[config.mk]
export PLATFORM = sky130hd
export DESIGN_NAME = dfr_cfg
export DESIGN_NICKNAME = d
export VERILOG_FILES = /design/src/rtl/core/dfr_pkg.sv /design/src/rtl/core/dfr_cfg.sv
export SDC_FILE = /design/constraint.sdc
export NUM_CORES = 1
export LEC_CHECK = 0
export ABC_AREA = 1
export BUFFER_PORTS_ARGS = -buffer_cell sky130_fd_sc_hd__buf_2
export CAP_MARGIN = 25
export CORE_ASPECT_RATIO = 1.4
export CORE_MARGIN = 4
export CORE_UTILIZATION = 30
export CTS_CLUSTER_DIAMETER = 30
export CTS_CLUSTER_SIZE = 16
export DETAILED_ROUTE_END_ITERATION = 10
export PLACE_DENSITY = 0.67
export SYNTH_ARGS = -nofsm -noshare
export SYNTH_HDL_FRONTEND = slang
export SYNTH_SLANG_ARGS = --single-unit
[constraint.sdc]
create_clock -name clk -period 0.8 [get_ports clk]
set_input_delay 0 -clock clk [delete_from_list [all_inputs] [get_ports clk]]
set_output_delay 0 -clock clk [all_outputs]
set_load 0.02 [all_outputs]
[src/rtl/core/dfr_pkg.sv]
// package for the delimited frame receiver: ring sizes, command and result
// codes, register map, shared structs and pointer helpers
// no dependencies
package dfr_pkg;

  // ring geometry: a ring holds at most RING_DEPTH-1 bytes
  localparam int RING_DEPTH = 64;
  localparam int PTR_W      = 6;
  localparam logic [PTR_W:0] DEPTH_C = (PTR_W + 1)'(RING_DEPTH);

  // configuration port
  localparam int CFG_AW = 4;
  localparam int CFG_DW = 32;

  typedef enum logic [1:0] {
    REG_MODE   = 2'd0,
    REG_HEAD   = 2'd1,
    REG_TAIL   = 2'd2,
    REG_NOTIFY = 2'd3
  } reg_idx_t;

  typedef enum logic [1:0] {
    CMD_RECV  = 2'd0,
    CMD_READ  = 2'd1,
    CMD_FLUSH = 2'd2,
    CMD_NOP   = 2'd3
  } cmd_t;

  localparam logic [2:0] KIND_RECV    = 3'd0;
  localparam logic [2:0] KIND_RDATA   = 3'd1;
  localparam logic [2:0] KIND_REMPTY  = 3'd2;
  localparam logic [2:0] KIND_FBYTE   = 3'd3;
  localparam logic [2:0] KIND_FEMPTY  = 3'd4;
  localparam logic [2:0] KIND_FLUSHED = 3'd5;

  // register contents handed to the sequencer
  typedef struct packed {
    logic       mode_select;
    logic [7:0] head_byte;
    logic [7:0] tail_byte;
    logic       notify_enable;
  } cfg_t;

  // store access request from the sequencer
  typedef struct packed {
    logic             rd_en;
    logic             rd_stream;
    logic [PTR_W-1:0] rd_addr;
    logic             we_frame;
    logic             we_stream;
    logic [PTR_W-1:0] wr_addr;
    logic [7:0]       wr_data;
  } mem_req_t;

  // pointer advance with wrap at the ring depth
  function automatic logic [PTR_W-1:0] ring_next(input logic [PTR_W-1:0] p);
    logic [PTR_W:0] n;
    n = {1'b0, p} + (PTR_W + 1)'(1);
    ring_next = (n >= DEPTH_C) ? '0 : n[PTR_W-1:0];
  endfunction

  // bytes held between read and write pointer
  function automatic logic [PTR_W-1:0] ring_count(input logic [PTR_W-1:0] w,
                                                  input logic [PTR_W-1:0] r);
    logic [PTR_W:0] d;
    if (w >= r) begin
      d = {1'b0, w} - {1'b0, r};
    end else begin
      d = {1'b0, w} + DEPTH_C - {1'b0, r};
    end
    ring_count = d[PTR_W-1:0];
  endfunction

endpackage

[src/rtl/core/dfr_cfg.sv]
// APB-style register block: mode, head byte, tail byte, notify enable
// depends on dfr_pkg
module dfr_cfg import dfr_pkg::*; (
  input  logic              clk,
  input  logic              rst_n,
  input  logic              cfg_psel,
  input  logic              cfg_penable,
  input  logic              cfg_pwrite,
  input  logic [CFG_AW-1:0] cfg_paddr,
  input  logic [CFG_DW-1:0] cfg_pwdata,
  output logic [CFG_DW-1:0] cfg_prdata,
  output logic              cfg_pready,
  output cfg_t              cfg
);

  cfg_t     cfg_r;
  cfg_t     cfg_nxt;
  reg_idx_t idx;
  logic     wr_en;

  assign cfg_pready = 1'b1;
  assign idx        = reg_idx_t'(cfg_paddr[3:2]);
  assign wr_en      = cfg_psel && cfg_penable && cfg_pwrite;
  assign cfg        = cfg_r;

  // register write decode
  always_comb begin
    cfg_nxt = cfg_r;
    if (wr_en) begin
      unique case (idx)
        REG_MODE:   cfg_nxt.mode_select   = cfg_pwdata[0];
        REG_HEAD:   cfg_nxt.head_byte     = cfg_pwdata[7:0];
        REG_TAIL:   cfg_nxt.tail_byte     = cfg_pwdata[7:0];
        REG_NOTIFY: cfg_nxt.notify_enable = cfg_pwdata[0];
        default:    cfg_nxt = cfg_r;
      endcase
    end
  end

  // read mux
  always_comb begin
    unique case (idx)
      REG_MODE:   cfg_prdata = CFG_DW'(cfg_r.mode_select);
      REG_HEAD:   cfg_prdata = CFG_DW'(cfg_r.head_byte);
      REG_TAIL:   cfg_prdata = CFG_DW'(cfg_r.tail_byte);
      REG_NOTIFY: cfg_prdata = CFG_DW'(cfg_r.notify_enable);
      default:    cfg_prdata = '0;
    endcase
  end

  always_ff @(posedge clk) begin
    if (!rst_n) begin
      cfg_r <= '0;
    end else begin
      cfg_r <= cfg_nxt;
    end
  end

endmodule

==> results of run 1 <==
==> worst max-delay path: cells and delay by family, from the launching register on <==
| family | cells | cell delay (ps) |
|---|---|---|
| flip-flops | 1 | 330 |
| buffers and inverters | 1 | 160 |
| AND/OR/NAND/NOR | 2 | 150 |
==> metrics by stage <==
step / instance area [µm²] / setup TNS [ps] / cells
6_report: 1410 / -270 / 255
5_1_grt: 1410 / -667 / 255
2_1_floorplan: 1210 / 0 / 195
3_3_place_gp: 1270 / 0 / 251
3_5_place_dp: 1270 / -14.6 / 251
4_1_cts: 1390 / -353 / 255
==> worst paths after layout <==
path                            cells after the start       endpoint  slack, ps
worst max register to register                      3        cfg[17]         70
worst min register to register                      2        cfg[14]        490
worst max-delay path                                3  cfg_prdata[0]        -90
worst min-delay path                                5        cfg[10]         80
==> layer usage <==
layer,up-vias,track usage [%],wire length [µm]
met4,0,3.10,9
met5,-,0,0
met2,43,20.1,1340
li1,553,-,-
met3,2,3.05,234
met1,477,12.6,973
==> cell usage after synthesis <==
cell type  instances  area (µm²)
inv_2              2        7.51
nand4_1            1        6.26
conb_1             2        7.51
nor2_4             4        45.0
clkbuf_8           1        13.8
nand2_1           47         176
dfxtp_1           18         360
buf_2              2        10.0
buf_4             26         195
inv_1             10        37.5
nor2_1            36         135
a21oi_1            2        10.0
buf_6              2        22.5
nand3_1           19        95.1
==> power groups by stage <==
stage / logic, µW / clock network, µW / registers (µW)
global route: 440 / 694 / 936
CTS: 395 / 655 / 932
detailed placement: 384 / 0 / 950
global placement: 383 / 0 / 949
floorplan: 354 / 0 / 973
finish: 398 / 631 / 933
==> layout make-up <==
type                            count  area share [%]
Sequential cell                    18            27.2
Clock buffer                        3            2.93
Tap cell                           42            3.73
Multi-Input combinational cell    134            40.9
Inverter                           12            3.20
Timing Repair Buffer               46            22.0
==> cell families after synthesis <==
| kind of cell | count (synthesis) | synth area share (%) |
|---|---|---|
| buffers and inverters | 43 | 25.5 |
| flip-flops | 18 | 32.1 |
| other | 2 | 0.669 |
| AO/OA/AOI/OAI | 2 | 0.892 |
| AND/OR/NAND/NOR | 107 | 40.8 |
==> timing repair <==
| action | in CTS | in global routing |
|---|---|---|
| hold buffers | 0 | 0 |
| endpoints found under the setup margin | 9 | 11 |
| pin swaps | 3 | 7 |
| gates resized for setup | 33 | 8 |
| buffers inserted | 1 | 0 |
==> results.tsv, run 1 <==
metric	value	unit
seqPwrFrac	47.6	%
violations	negative setup slack	
cellPowerDensity	1390	nW/µm²
track_usage	11.2	%
power.share.combinational	20.3	%
vdd_drop_max	0.735	mV
slew_viol_final	0	
p_total	1960	µW
drive_above_1_share	37.1	%
drt_first_pass_iters	4	
diodes	0	
worstHoldStart	cfg_pwdata[1]	
dp_slack	-13.3	ps
final_cell_mix	nand2_1, nor2_1, buf_2	
finalCritPeriodShare	111	%
cellLeakagePower	0.000764	µW
crit_type	flop to output pin	
die_h	80.4	µm
clock_path_buffers	2	
nFillCells	414	
initial_core_util	30.8	%
fin_ws	-90.3	ps
cp.required	800	ps
cp_cell_sequence	nand2_1, nand4_1, buf_4	
final_common_cell	nand2_1	
ctsHtreeMaxLevel	1	
rsz0062_at_grt	true	
drv_cap	0	
drc_errors	0	
r2r_start	cfg[17]	
wl_per_cell	10.0	µm
area_delta_synth_final	25.5	%
startpoint	cfg[17]	
overflow	0	
status	finished with violations	
grt_start_max_net_pins	21	
cp_max_fo	2	
yosysSeqAreaShare	32.1	%
synth_area_per_cell	6.53	µm²
hold_class	input port to flop	
worst_path_largest_cell_delay	330	ps
nNetsFinal	256	
avgViaCountPerCell	4.22	
worstSetupStartpointType	flop	
netlist_instances	172	
ant_nets	0	
synth.cell_area	1120	µm²
clock_skew	0	ps
intPower	1370	µW
grt_pass1_wl	4240	µm
clkPwrFrac	32.1	%
drtIter0Drc	26	
final_core_util	38.7	%
yosys_warnings	0	
synth_cell_types	14	
dpl.hpwl	1930	µm
numClockSinks	18	
yosys_register_bits	18	
fmax	1120	MHz
largest_reg_flops	18	
die-area	4800	µm²
clk_pin_slew	70	ps
finalSetupViolCount	9	
fp-row-count	26	
ios	92	
numCtsBuffers	3	
seqCellArea	383	µm²
crit_slowest_cell	dfxtp_2	
grt_pass1_vias	958	
arrival	890	ps
finalWirelength	2550	µm
clk_latency	250	ps
cts_tree	done	
multi_input_area	577	µm²
core-area	3640	µm²
switchingPower	595	µW
die_x	59.7	µm
port_buffers	40	
clockRootBuffer	clkbuf_8	
antenna_found_initial	0	
finalHoldViolCount	0	
timing.hold.ws	76.0	ps
swShare	30.3	%
gp_congestion	0.707	
cp-end-kind	output pin	
min_period	890	ps
vias	1075	
Power figures use the tool's default switching activity.
==> run 2, diff against run 1 <==
--- a/config.mk
+++ b/config.mk
@@ -8,13 +8,12 @@
 export ABC_AREA = 1
 export BUFFER_PORTS_ARGS = -buffer_cell sky130_fd_sc_hd__buf_2
 export CAP_MARGIN = 25
-export CORE_ASPECT_RATIO = 1.4
 export CORE_MARGIN = 4
 export CORE_UTILIZATION = 30
 export CTS_CLUSTER_DIAMETER = 30
 export CTS_CLUSTER_SIZE = 16
 export DETAILED_ROUTE_END_ITERATION = 10
-export PLACE_DENSITY = 0.67
+export PLACE_DENSITY = 0.71
 export SYNTH_ARGS = -nofsm -noshare
 export SYNTH_HDL_FRONTEND = slang
 export SYNTH_SLANG_ARGS = --single-unit
==> run 2 against run 1 <==
Compared with the run above:
- the run still ends with negative setup slack left
- design area rose by 3.5%
- sequential power barely moved
- global-route usage fell by 0.50 points
- clock power rose by 19%
- setup slack got worse by 14 ps
- via count fell by 2.0%
- hold slack improved by 0.77 ps
- power rose by 6.7%
- largest cell class unchanged
- largest power group unchanged
==> results.tsv, run 2 (same netlist as run 1, synthesis figures left out) <==
metric	value	unit	change
die_x	69.2	µm	was 59.7 µm
slew_viol_final	0		unchanged
hold_class	input port to flop		unchanged
overflow	0		unchanged
final_common_cell	nand2_1		unchanged
initial_core_util	32.4	%	was 30.8%
cp-end-kind	output pin		unchanged
clock_path_buffers	2		unchanged
arrival	900	ps	was 890 ps
placed_cells	253		was 251
clockRootBuffer	clkbuf_8		unchanged
r2r_start	cfg[17]		unchanged
worstSetupStartpointType	flop		unchanged
worst_path_largest_cell_delay	330	ps	about the same
crit_buf_inv	1		unchanged
finalSetupViolCount	11		was 9
cp_cell_sequence	nand2_1, nand4_1, buf_4		unchanged
numCtsBuffers	3		unchanged
rsz0062_at_grt	true		unchanged
ant_nets	0		unchanged
final_cell_mix	nand2_1, nor2_1, buf_2		unchanged
route.met2.wl	1330	µm	was 1340 µm
grt_pass1_vias	951		was 958
cp_top_family	flip-flops		unchanged
finalHoldViolCount	0		unchanged
met1Wirelength	1090	µm	was 973 µm
crit_type	flop to output pin		unchanged
cp_max_fo	2		unchanged
die_h	69.2	µm	was 80.4 µm
wl_met3	162	µm	was 234 µm
worstHoldStart	cfg_pwdata[1]		unchanged
nNetsFinal	256		unchanged
clk_latency	250	ps	about the same
finalCritPeriodShare	113	%	was 111%
diodes	0		unchanged
violations	negative setup slack		unchanged
min_period	905	ps	was 890 ps
grt_pass1_wl	4230	µm	was 4240 µm
crit_slowest_cell	dfxtp_2		unchanged
cellLeakagePower	0.000780	µW	was 0.000764 µW
vias	1053		was 1075
drt_first_pass_iters	4		unchanged
cellPowerDensity	1440	nW/µm²	was 1390 nW/µm²
wl_per_cell	9.98	µm	was 10.0 µm
cp.required	800	ps	about the same
drive_above_1_share	34.6	%	was 37.1%
die-area	4780	µm²	was 4800 µm²
status	finished with violations		unchanged
grt_start_max_net_pins	21		unchanged
fp-row-count	21		was 26
antenna_found_initial	0		unchanged
startpoint	cfg[17]		unchanged
final_core_util	42.0	%	was 38.7%
dpl.hpwl	1900	µm	was 1930 µm
fmax	1110	MHz	was 1120 MHz
finalWirelength	2590	µm	was 2550 µm
clk_pin_slew	70	ps	about the same
numClockSinks	18		unchanged
top_layer	met4		unchanged
fin_cells	260		was 255
largest_reg_flops	18		unchanged
track_usage	10.7	%	was 11.2%
vdd_drop_max	0.536	mV	was 0.735 mV
port_buffers	40		unchanged
clock_skew	0	ps	unchanged
reg2reg_slack	90	ps	was 70 ps
drv_cap	0		unchanged
ctsHtreeMaxLevel	1		unchanged
core-area	3470	µm²	was 3640 µm²
drc_errors	0		unchanged
area_delta_synth_final	29.9	%	was 25.5%
fin_ws	-105	ps	was -90.3 ps
cts_tree	done		unchanged
gp_congestion	0.734		was 0.707
drtIter0Drc	27		was 26
ios	92		unchanged
avgViaCountPerCell	4.05		was 4.22
==> run 2: changes by cell type in the layout (fill, tap and decap cells not counted) <==
cell	change
nand2_2	-6
buf_4	-4
buf_2	-2
buf_12	+2
buf_6	+4
clkbuf_8	+1
nand2_1	+6
==> run 2: worst paths after layout <==
check,cells past startpoint,endpoint
setup / recovery,3,cfg_prdata[0]
hold / removal,5,cfg[10]
setup reg to reg,3,cfg[17]
hold reg to reg,2,cfg[14]
==> run 2: per-stage QoR <==
step | worst slack, ps | instance area [µm²] | power [µW] | hold WS (ps) | setup TNS (ps)
5_1_grt | -169 | 1460 | 2200 | 108 | -808
3_5_place_dp | -6.32 | 1280 | 1340 | 344 | -11.0
4_1_cts | -105 | 1450 | 2120 | 82.0 | -370
6_report | -105 | 1460 | 2090 | 76.8 | -274
3_3_place_gp | 21.3 | 1280 | 1340 | 331 | 0
2_1_floorplan | 80.0 | 1210 | 1330 | 231 | 0
==> run 2: cell type report <==
type	instances	area, µm²
fillers	394	2010
multi-input cells	134	562
inverters	12	45.0
clock buffers	4	55.1
well taps	46	57.6
repair buffers	46	355
flip-flops and latches	18	383
==> run 2: per-layer routing <==
metal | vias to the layer above | GRT usage [%]
li1 | 555 | -
met1 | 467 | 11.5
met2 | 29 | 20.4
met3 | 2 | 2.47
met4 | 0 | 3.25
met5 | - | 0
==> run 2: report_power, final <==
part	internal (µW)	switching [µW]	leakage (µW)	total, µW
sequential	919	13.0	0.000154	932
clock	437	312	0.0000288	749
combinational	126	286	0.000597	412
total	1480	612	0.000780	2090
==> run 2: tightest hold or removal path: stages <==
cell and delay (ps):
buf_2 80, inv_1 40, nand3_1 70, nand2_1 40, nor2_1 60
==> run 2: repair_timing <==
action | CTS | global route
pin swaps | 19 | 5
hold endpoints to repair | 0 | 0
buffers inserted | 3 | 0
endpoints found under the setup margin | 10 | 11
hold buffers | 0 | 0
gates resized for setup | 39 | 2
