File: src/rtl/core/dfr_pkg.sv
// package for the delimited frame receiver: ring sizes, command and result
// codes, register map, shared structs and pointer helpers
// no dependencies
package dfr_pkg;

  // ring geometry: a ring holds at most RING_DEPTH-1 bytes
  localparam int RING_DEPTH = 64;
  localparam int PTR_W      = 6;
  localparam logic [PTR_W:0] DEPTH_C = (PTR_W + 1)'(RING_DEPTH);

  // configuration port
  localparam int CFG_AW = 4;
  localparam int CFG_DW = 32;

  typedef enum logic [1:0] {
    REG_MODE   = 2'd0,
    REG_HEAD   = 2'd1,
    REG_TAIL   = 2'd2,
    REG_NOTIFY = 2'd3
  } reg_idx_t;

  typedef enum logic [1:0] {
    CMD_RECV  = 2'd0,
    CMD_READ  = 2'd1,
    CMD_FLUSH = 2'd2,
    CMD_NOP   = 2'd3
  } cmd_t;

  localparam logic [2:0] KIND_RECV    = 3'd0;
  localparam logic [2:0] KIND_RDATA   = 3'd1;
  localparam logic [2:0] KIND_REMPTY  = 3'd2;
  localparam logic [2:0] KIND_FBYTE   = 3'd3;
  localparam logic [2:0] KIND_FEMPTY  = 3'd4;
  localparam logic [2:0] KIND_FLUSHED = 3'd5;

  // register contents handed to the sequencer
  typedef struct packed {
    logic       mode_select;
    logic [7:0] head_byte;
    logic [7:0] tail_byte;
    logic       notify_enable;
  } cfg_t;

  // store access request from the sequencer
  typedef struct packed {
    logic             rd_en;
    logic             rd_stream;
    logic [PTR_W-1:0] rd_addr;
    logic             we_frame;
    logic             we_stream;
    logic [PTR_W-1:0] wr_addr;
    logic [7:0]       wr_data;
  } mem_req_t;

  // pointer advance with wrap at the ring depth
  function automatic logic [PTR_W-1:0] ring_next(input logic [PTR_W-1:0] p);
    logic [PTR_W:0] n;
    n = {1'b0, p} + (PTR_W + 1)'(1);
    ring_next = (n >= DEPTH_C) ? '0 : n[PTR_W-1:0];
  endfunction

  // bytes held between read and write pointer
  function automatic logic [PTR_W-1:0] ring_count(input logic [PTR_W-1:0] w,
                                                  input logic [PTR_W-1:0] r);
    logic [PTR_W:0] d;
    if (w >= r) begin
      d = {1'b0, w} - {1'b0, r};
    end else begin
      d = {1'b0, w} + DEPTH_C - {1'b0, r};
    end
    ring_count = d[PTR_W-1:0];
  endfunction

endpackage

File: src/rtl/core/dfr_store.sv
// frame and stream byte stores, one write port each and a shared
// registered read port; depends on dfr_pkg
module dfr_store import dfr_pkg::*; (
  input  logic       clk,
  input  mem_req_t   req,
  output logic [7:0] rd_data
);

  logic [7:0] frame_mem  [RING_DEPTH];
  logic [7:0] stream_mem [RING_DEPTH];
  logic [7:0] rd_data_r;

  assign rd_data = rd_data_r;

  // writes
  always_ff @(posedge clk) begin
    if (req.we_frame) begin
      frame_mem[req.wr_addr] <= req.wr_data;
    end
    if (req.we_stream) begin
      stream_mem[req.wr_addr] <= req.wr_data;
    end
  end

  // registered read, data holds until the next read
  always_ff @(posedge clk) begin
    if (req.rd_en) begin
      rd_data_r <= req.rd_stream ? stream_mem[req.rd_addr] : frame_mem[req.rd_addr];
    end
  end

endmodule

File: config.mk
export PLATFORM = sky130hd
export DESIGN_NAME = dfr_store
export DESIGN_NICKNAME = d
export VERILOG_FILES = /design/src/rtl/core/dfr_pkg.sv /design/src/rtl/core/dfr_store.sv
export SDC_FILE = /design/constraint.sdc
export NUM_CORES = 1
export LEC_CHECK = 0
export BUFFER_PORTS_ARGS = -buffer_cell sky130_fd_sc_hd__buf_2
export CAP_MARGIN = 20
export CORE_MARGIN = 1.5
export CORE_UTILIZATION = 40
export CTS_BUF_LIST = sky130_fd_sc_hd__clkbuf_8
export DETAILED_ROUTE_END_ITERATION = 8
export GPL_TIMING_DRIVEN = 0
export PLACE_DENSITY = 0.55
export SYNTH_ARGS = -nofsm -noshare
export SYNTH_HDL_FRONTEND = slang
export SYNTH_SLANG_ARGS = --single-unit
File: constraint.sdc
create_clock -name clk -period 2.4 [get_ports clk]
set_input_delay 0 -clock clk [delete_from_list [all_inputs] [get_ports clk]]
set_output_delay 0 -clock clk [all_outputs]
set_load 0.005 [all_outputs]
==> results of run 1 <==
## sequential cells by signal, indices dropped and copies added (netlist names)
signal	flops
frame_mem	512
rd_data	8
stream_mem	512
## report_power, final
part	total (mW)	leakage [nW]	switching (mW)	internal, mW
sequential	20.0	9.29	0.0297	20.0
clock	14.0	1.74	6.85	7.18
combinational	2.07	2.96	1.24	0.833
## worst max-delay path, stage by stage (launching register included)
cell      delay [ns]
edfxtp_1        0.36
mux4_2          0.52
mux4_2          0.58
mux4_2          0.59
mux2_2          0.31
## layout make-up
type / count / area share
tap: 1287 / 0.03573
antenna: 6 / 0.0003332
sequential: 1032 / 0.6877
timing repair buffer: 38 / 0.01022
multi-input combinational: 507 / 0.1850
clock buffer: 168 / 0.05131
clock inverter: 125 / 0.01608
buffer: 89 / 0.01272
inverter: 11 / 0.0009162
## cells by family after synthesis
kind of cell / share of synthesized area
buffers and inverters: 0.01095
DFF: 0.7797
muxes: 0.1926
and+or+nand+nor: 0.01675
## through the flow
stage	instance area, sq um	hold slack, ns	worst slack [ns]	setup TNS [ns]
floorplan	39920	0.09887	0.0001259	0
global placement	41620	0.3231	-1.492	-182.60
detailed placement	41880	0.3401	-1.499	-193.88
CTS	45050	0.1182	-0.2334	-1.604
global route	45060	0.1414	-0.2377	-1.659
finish	45060	0.1890	-0.2227	-1.528
## cells in the mapped netlist
master	count	share of area
nand3b_1	6	0.0011
edfxtp_1	1032	0.78
mux4_2	336	0.19
clkbuf_1	44	0.0042
buf_2	18	0.0023
or3b_2	3	0.00066
nand4_1	2	0.00031
nand2_1	14	0.0013
buf_6	1	0.00028
nor2_1	131	0.012
mux2_2	8	0.0023
nand3_1	5	0.00063
or3_1	2	0.00031
buf_1	18	0.0017
buf_4	8	0.0015
inv_1	11	0.0010
## worst max path at each step
| stage | end | slack, ns | cells past startpoint |
|---|---|---|---|
| 2_1_floorplan | rd_data[0] | 0.0001 | 7 |
| 3_3_place_gp | rd_data[3] | -1.49 | 6 |
| 3_5_place_dp | rd_data[3] | -1.50 | 6 |
| 4_1_cts | rd_data[3] | -0.23 | 4 |
| 5_1_grt | rd_data[3] | -0.24 | 4 |
| 6_report | rd_data[3] | -0.22 | 4 |
## routing by layer
layer,track usage,up-vias,share of wire
met1,0.2626,9859,0.43
met5,0,-,0.00036
met4,0.05890,6,0.022
met2,0.3003,636,0.48
li1,-,7493,-
met3,0.04744,146,0.069
## what timing repair did
item	in CTS	in global routing
resized for setup	5	2
cloned	0	0
hold buffers	12	0
hold endpoints to repair	875	0
setup endpoints to repair	8	8
setup buffers	0	0
==> out/metrics.yaml, run 1 <==
global_route:
  track_usage: 0.1905
  antenna_found_initial: 14
  grt_pass1_wl_mm: 136.0
  grt_overflow: 0
  grt_pass1_vias: 18990
  grt_max_degree: 93
floorplanning:
  io_pins: 33
  start_util: 0.4039
  dieArea_sq_um: 101300
  core_area_sq_um: 98420
  rows: 115
  die_y_um: 318.2
  die_x_um: 318.2
worst_setup_path:
  critPathLaunchType: "register"
  r2r_end: "rd_data[3]"
  worstSetupStartpoint: "stream_mem[13][3]"
  r2r-start: "stream_mem[13][3]"
  cp-end-kind: "register"
  ff2ff_path_depth: 4
  critical_path_class: "reg2reg"
  crit_arrival_ns: 3.19
  cp.required_ns: 2.96
  rrSetupSlack_ns: -0.22
  path_max_fanout: 1
sta:
  hold_violations: 0
  setup_slack_ns: -0.2227
  worst_slew_pin_slew_ns: 1.117
  fin_skew_ns: 0.02485
  slew_headroom: 0.2555
  layout_worst_path_cycle_share: 1.093
  rsz0062_at_grt: "true"
  setup_viol: 8
  drv_slew: 0
  fmax_mhz: 381.3
  min_period_ns: 2.623
place:
  dp.cells: 2952
  gp_congestion: 0.8032
  hpwl_mm: 62.79
  io_buffers: 17
power:
  cellLeakagePower_nw: 13.99
  power_mw: 36.12
  vdd_ir_drop_max_mv: 0.6883
  power_density_nw_per_um2: 801.4
detailed_routing:
  wl_per_cell_um: 29.17
  ant_nets: 0
  drtIter0Drc: 1812
  drc: 0
  first_pass_iters: 5
  vias_per_cell: 5.559
  vias: 18140
  totalWireLength_mm: 95.17
worst_hold_path:
  hold_depth: 3
  worstHoldStart: "req[19]"
  hold_end: "rd_data[2]"
  holdCritPathClass: "in2reg"
yosys:
  syn_inst: 1639
  synth.cell_area_sq_um: 39750
  yosys_warnings: 0
  ys_seq_area_frac: 0.7797
  avgSynthCellArea_sq_um: 24.25
  synth_seq_cells: 1032
  synthDistinctLibCells: 16
  synth_nets: 1664
cells_and_area:
  layout-drive-gt1-share: 0.3127
  syn2layout_area_growth_pct: 13.38
  final_cell_mix: "edfxtp_1, mux4_2, clkbuf_8"
  nets: 1871
  fill_cells: 8220
  post-route-util: 0.4579
  final_common_cell: "edfxtp_1"
  stdcell_count: 3263
  seqCellArea_sq_um: 30990
  multi_input_area_sq_um: 8338
clock_tree:
  clk_latency_ns: 0.81
  clk_pin_slew_worst_paths_ns: 0.06
  numCtsBuffers: 167
  clk_path_buf_depth: 3
  clock-sinks: 1032
  cts_root_buf: "clkbuf_8"
  htreeDepth: 4
  cts_tree: "yes"
outcome:
  violations: "negative setup slack"
  status: "finished with violations"
run:
  max_cap_viol_count: 0
No activity file was read; power rests on OpenSTA's default activity.
==> run 2: changes to the inputs <==
- GPL_TIMING_DRIVEN: 0 -> unset
- PLACE_DENSITY: 0.55 -> 0.57
- SETUP_SLACK_MARGIN: unset -> 0.1
==> run 2 against run 1 <==
  * The flow still finishes with violations (negative setup slack)
  * Sequential share of layout area down 2.1 points
  * Sequential power is essentially flat
  * Combinational power is essentially flat
  * Setup slack better by 0.081 ns
  * Clock skew increased by 0.022 ns
  * Clock power about the same
  * Utilization grew 1.5 points
  * Final cell count rose by 4.5%
  * Worst hold slack got worse by 0.10 ns
  * Die area stayed put
==> out/metrics.yaml, run 2 (same netlist as run 1, synthesis figures left out) <==
worst_setup_path:
  worstSetupStartpoint: "stream_mem[55][3]"  # was stream_mem[13][3]
  cp_top_family: "multiplexers"  # unchanged
  r2r-start: "stream_mem[55][3]"  # was stream_mem[13][3]
  rrSetupSlack_ns: -0.14  # was -0.22 ns
  worstPathCellList: "mux4_2 -> mux4_2 -> mux4_2 -> mux2_2"  # unchanged
  cp-end-kind: "register"  # unchanged
  path_max_fanout: 1  # unchanged
  cp.required_ns: 2.98  # was 2.96 ns
  critPathLaunchType: "register"  # unchanged
  crit_buf_inv: 0  # unchanged
  cpPeakStageDelay_ns: 0.57  # was 0.59 ns
  slowest_stage: "mux4_2"  # unchanged
  crit_arrival_ns: 3.12  # was 3.19 ns
  cp_common_cell: "mux4_2"  # unchanged
  critical_path_class: "reg2reg"  # unchanged
place:
  gp_congestion: 0.7827  # was 0.8032
  hpwl_mm: 60.96  # was 62.79 mm
  io_buffers: 32  # was 17
  dp.cells: 3092  # was 2952
sta:
  hold_violations: 0  # unchanged
  layout_worst_path_cycle_share: 1.059  # was 1.093
  setup_slack_ns: -0.1415  # was -0.2227 ns
  worst_slew_pin_slew_ns: 0.7710  # was 1.117 ns
  min_period_ns: 2.542  # was 2.623 ns
  slew_headroom: 0.4848  # was 0.2555
  setup_viol: 8  # unchanged
  rsz0062_at_grt: "true"  # unchanged
  fmax_mhz: 393.5  # was 381.3 MHz
  drv_slew: 0  # unchanged
  fin_skew_ns: 0.04719  # was 0.02485 ns
global_route:
  track_usage: 0.1905  # about the same
  grt_overflow: 0  # unchanged
  antenna_found_initial: 5  # was 14
  grt_pass1_wl_mm: 138.4  # was 136.0 mm
  grt_max_degree: 91  # was 93
  grt_pass1_vias: 19490  # was 18990
cells_and_area:
  nets: 2022  # was 1871
  post-route-util: 0.4725  # was 0.4579
  final_common_cell: "edfxtp_1"  # unchanged
  syn2layout_area_growth_pct: 17.00  # was 13.38%
  layout-drive-gt1-share: 0.3785  # was 0.3127
  stdcell_count: 3411  # was 3263
  final_cell_mix: "edfxtp_1, mux4_2, buf_4"  # was edfxtp_1, mux4_2, clkbuf_8
floorplanning:
  dieArea_sq_um: 101300  # unchanged
  io_pins: 33  # unchanged
  die_x_um: 318.2  # unchanged
  start_util: 0.4039  # unchanged
  die_y_um: 318.2  # unchanged
  rows: 115  # unchanged
  core_area_sq_um: 98420  # unchanged
worst_hold_path:
  worstHoldStart: "req[15]"  # was req[19]
  holdCritPathClass: "in2reg"  # unchanged
power:
  vdd_ir_drop_max_mv: 0.4929  # was 0.6883 mV
  power_density_nw_per_um2: 769.5  # was 801.4 nW/um^2
  cellLeakagePower_nw: 14.99  # was 13.99 nW
detailed_routing:
  vias_per_cell: 5.507  # was 5.559
  drtIter0Drc: 2097  # was 1812
  wl_per_cell_um: 27.81  # was 29.17 um
  totalWireLength_mm: 94.85  # was 95.17 mm
  ant_nets: 0  # unchanged
  first_pass_iters: 5  # unchanged
  drc: 0  # unchanged
  vias: 18780  # was 18140
clock_tree:
  cts_root_buf: "clkbuf_8"  # unchanged
  cts_setup_buffers: 0  # unchanged
  cts_tree: "yes"  # unchanged
  clk_path_buf_depth: 3  # unchanged
  numCtsBuffers: 168  # was 167
  clk_pin_slew_worst_paths_ns: 0.06  # about the same
  htreeDepth: 4  # unchanged
  clk_latency_ns: 0.83  # was 0.81 ns
  clock-sinks: 1032  # unchanged
outcome:
  status: "finished with violations"  # unchanged
  violations: "negative setup slack"  # unchanged
run:
  max_cap_viol_count: 0  # unchanged
-- run 2: cell types whose count changed in the layout (fill, tap and decap cells not counted), sizes merged --
cell / delta
diode: -1
buf: +185
clkbuf: -45
dlygate4sd3: +10
bufinv: -4
inv: +4
clkinvlp: -1
-- run 2: where the power goes --
part	total, mW	switching (mW)	internal, mW
Sequential	20.0	0.0447	20.0
Combinational	2.10	1.18	0.921
Clock	13.7	6.87	6.79
-- run 2: area by class of cell --
cell class / instances / area, sq um
Antenna cell: 5 / 12.51
Clock buffer: 168 / 2312
Clock inverter: 124 / 659.4
Fill cell: 8119 / 51910
Inverter: 11 / 41.29
Multi-Input combinational cell: 507 / 8330
Sequential cell: 1032 / 30990
Tap cell: 1287 / 1610
Timing Repair Buffer: 277 / 2550
-- run 2: path summary, 6_finish.rpt --
| check | end | depth (start not counted) |
|---|---|---|
| worst min register to register | rd_data[6] | 4 |
| worst min-delay path | frame_mem[50][5] | 4 |
| worst max-delay path | rd_data[3] | 4 |
| worst max register to register | rd_data[3] | 4 |
-- run 2: layer usage --
layer	GRT usage	vias up	routed length (um)
met4	0.05338	0	1815
li1	-	7764	-
met1	0.2730	10190	40860
met2	0.2975	710	45640
met5	0	-	0
met3	0.03975	119	6531
-- run 2: worst register-to-register path, stage by stage, from the launching register on --
cell	delay (ns)
edfxtp_1	0.36
mux4_2	0.54
mux4_2	0.55
mux4_2	0.58
mux2_2	0.30
-- run 2: through the flow --
step | area (sq um) | setup WS, ns | setup TNS [ns] | total power [mW] | hold WS (ns)
6_report | 46510 | -0.1415 | -0.9258 | 35.79 | 0.08823
5_1_grt | 46510 | -0.1686 | -1.151 | 37.01 | 0.07557
4_1_cts | 46490 | -0.1419 | -0.9748 | 36.19 | 0.0002767
3_5_place_dp | 43290 | -0.4261 | -3.111 | 22.52 | 0.4305
3_3_place_gp | 43290 | -0.4356 | -3.148 | 22.48 | 0.4391
2_1_floorplan | 40100 | 0.06054 | 0 | 21.51 | 0.09887
-- run 2: timing repair --
action	4_1_cts	5_1_grt
hold buffers	22	0
gates resized for setup	1	1
endpoints found under the hold margin	1033	0
endpoints found under the setup margin	8	8
==> run 3: changes to the inputs <==
- SETUP_SLACK_MARGIN: 0.1 -> unset
==> run 3 against run 2 <==
  * The run still ends with negative setup slack left
  * Clock skew is 0.0067 ns lower
  * Largest cell class unchanged
  * Total power up 1.7%
  * Critical path type unchanged
  * Final cell count rose by 0.73%
  * Via count about the same
  * Die area unchanged
==> out/metrics.yaml, run 3 (same netlist as run 1, synthesis figures left out) <==
cells_and_area:
  layout-drive-gt1-share: 0.3854  # was 0.3785
  syn2layout_area_growth_pct: 17.83  # was 17.00%
  final_common_cell: "edfxtp_1"  # unchanged
  fill_cells: 8053  # was 8119
  fin_area_sq_um: 46830  # was 46510 sq um
  seqCellArea_sq_um: 30990  # unchanged
  nets: 2038  # was 2022
  multi_input_area_sq_um: 8342  # was 8330 sq um
  final_cell_mix: "edfxtp_1, mux4_2, buf_4"  # unchanged
sta:
  drv_slew: 0  # unchanged
  min_period_ns: 2.587  # was 2.542 ns
  worst_slew_pin_slew_ns: 0.7625  # was 0.7710 ns
  hold_violations: 0  # unchanged
  fin_skew_ns: 0.04053  # was 0.04719 ns
  slew_headroom: 0.4905  # was 0.4848
  setup_slack_ns: -0.1869  # was -0.1415 ns
  layout_worst_path_cycle_share: 1.078  # was 1.059
  setup_viol: 8  # unchanged
  fmax_mhz: 386.6  # was 393.5 MHz
  rsz0062_at_grt: "true"  # unchanged
  hold_slack_ns: 0.1286  # was 0.08823 ns
global_route:
  grt_pass1_vias: 19740  # was 19490
  track_usage: 0.1931  # was 0.1905
  antenna_found_initial: 9  # was 5
  grt_max_degree: 129  # was 91
  grt_overflow: 0  # unchanged
  grt_pass1_wl_mm: 139.8  # was 138.4 mm
floorplanning:
  start_util: 0.4039  # unchanged
  die_x_um: 318.2  # unchanged
  core_area_sq_um: 98420  # unchanged
  dieArea_sq_um: 101300  # unchanged
  io_pins: 33  # unchanged
  die_y_um: 318.2  # unchanged
  rows: 115  # unchanged
detailed_routing:
  first_pass_iters: 5  # unchanged
  vias: 18780  # about the same
  vias_per_cell: 5.466  # was 5.507
  wl_per_cell_um: 28.08  # was 27.81 um
  ant_nets: 0  # unchanged
  drc: 0  # unchanged
  drtIter0Drc: 1740  # was 2097
  totalWireLength_mm: 96.47  # was 94.85 mm
worst_setup_path:
  crit_arrival_ns: 3.18  # was 3.12 ns
  cpPeakStageDelay_ns: 0.58  # was 0.57 ns
  slowest_stage: "mux4_2"  # unchanged
  path_max_fanout: 1  # unchanged
  ff2ff_path_depth: 4  # unchanged
  cp.required_ns: 3.00  # was 2.98 ns
  worstPathCellList: "mux4_2 -> mux4_2 -> mux4_2 -> mux2_2"  # unchanged
  critical_path_class: "reg2reg"  # unchanged
  cp_common_cell: "mux4_2"  # unchanged
  rrSetupSlack_ns: -0.19  # was -0.14 ns
  critPathLaunchType: "register"  # unchanged
  cp-end-kind: "register"  # unchanged
power:
  power_density_nw_per_um2: 776.9  # was 769.5 nW/um^2
  vdd_ir_drop_max_mv: 0.5073  # was 0.4929 mV
  cellLeakagePower_nw: 15.17  # was 14.99 nW
place:
  hpwl_mm: 62.18  # was 60.96 mm
  dpl-instance-area_sq_um: 43470  # was 43290 sq um
  gp_congestion: 0.8006  # was 0.7827
  io_buffers: 32  # unchanged
clock_tree:
  numCtsBuffers: 165  # was 168
  clk_pin_slew_worst_paths_ns: 0.06  # about the same
  clk_path_buf_depth: 3  # unchanged
  htreeDepth: 4  # unchanged
  clock-sinks: 1032  # unchanged
  cts_root_buf: "clkbuf_8"  # unchanged
  cts_tree: "yes"  # unchanged
  cts_setup_buffers: 0  # unchanged
  clk_latency_ns: 0.84  # was 0.83 ns
worst_hold_path:
  hold_depth: 4  # unchanged
  holdCritPathClass: "in2reg"  # unchanged
run:
  max_cap_viol_count: 0  # unchanged
outcome:
  violations: "negative setup slack"  # unchanged
  status: "finished with violations"  # unchanged
run 3: where the power goes:
group | internal [mW] | switching, mW | leakage, nW
clock network | 7.14 | 7.05 | 1.78
logic | 0.951 | 1.21 | 4.10
registers | 20.0 | 0.0557 | 9.29
total | 28.1 | 8.31 | 15.2
run 3: critical path, delay by kind of cell (launching register included):
family,cells,cell delay (ns)
multiplexers,4,1.97
flip-flops,1,0.39
run 3: cell type report:
type | instances | share of cell area
well taps | 1287 | 0.03438
flip-flops and latches | 1032 | 0.6617
inverters | 11 | 0.0008816
repair buffers | 296 | 0.05835
multi-input cells | 507 | 0.1781
clock inverters | 134 | 0.01766
clock buffers | 166 | 0.04878
diodes | 3 | 0.0001603
run 3: what timing repair did:
action | in CTS | in global routing
hold buffers | 23 | 0
setup endpoints to repair | 8 | 8
endpoints found under the hold margin | 1262 | 0
gates resized for setup | 4 | 1
run 3: path summary, 6_finish.rpt:
path	start	end
min	req[20]	rd_data[6]
max	stream_mem[4][0]	rd_data[0]
min reg2reg	frame_mem[63][0]	rd_data[0]
max reg2reg	stream_mem[4][0]	rd_data[0]
run 3: per-layer routing:
metal | wire length [um] | GRT usage | share of wire
met1 | 39530 | 0.2576 | 0.41
met2 | 48320 | 0.3174 | 0.50
met3 | 6681 | 0.04592 | 0.069
met4 | 1903 | 0.05572 | 0.020
met5 | 40 | 0 | 0.00041
run 3: metrics by stage:
stage          setup WS [ns]  total power [mW]  cells  setup TNS (ns)  utilization
6_report             -0.1869             36.38   3436          -1.180       0.4759
5_1_grt              -0.2026             37.60   3436          -1.381       0.4759
4_1_cts              -0.2000             36.74   3433          -1.290       0.4758
3_5_place_dp         -0.4618             22.57   3110          -3.173       0.4416
3_3_place_gp         -0.4521             22.53   3110          -3.146       0.4416
2_1_floorplan      0.0001259             21.47   1639               0            -
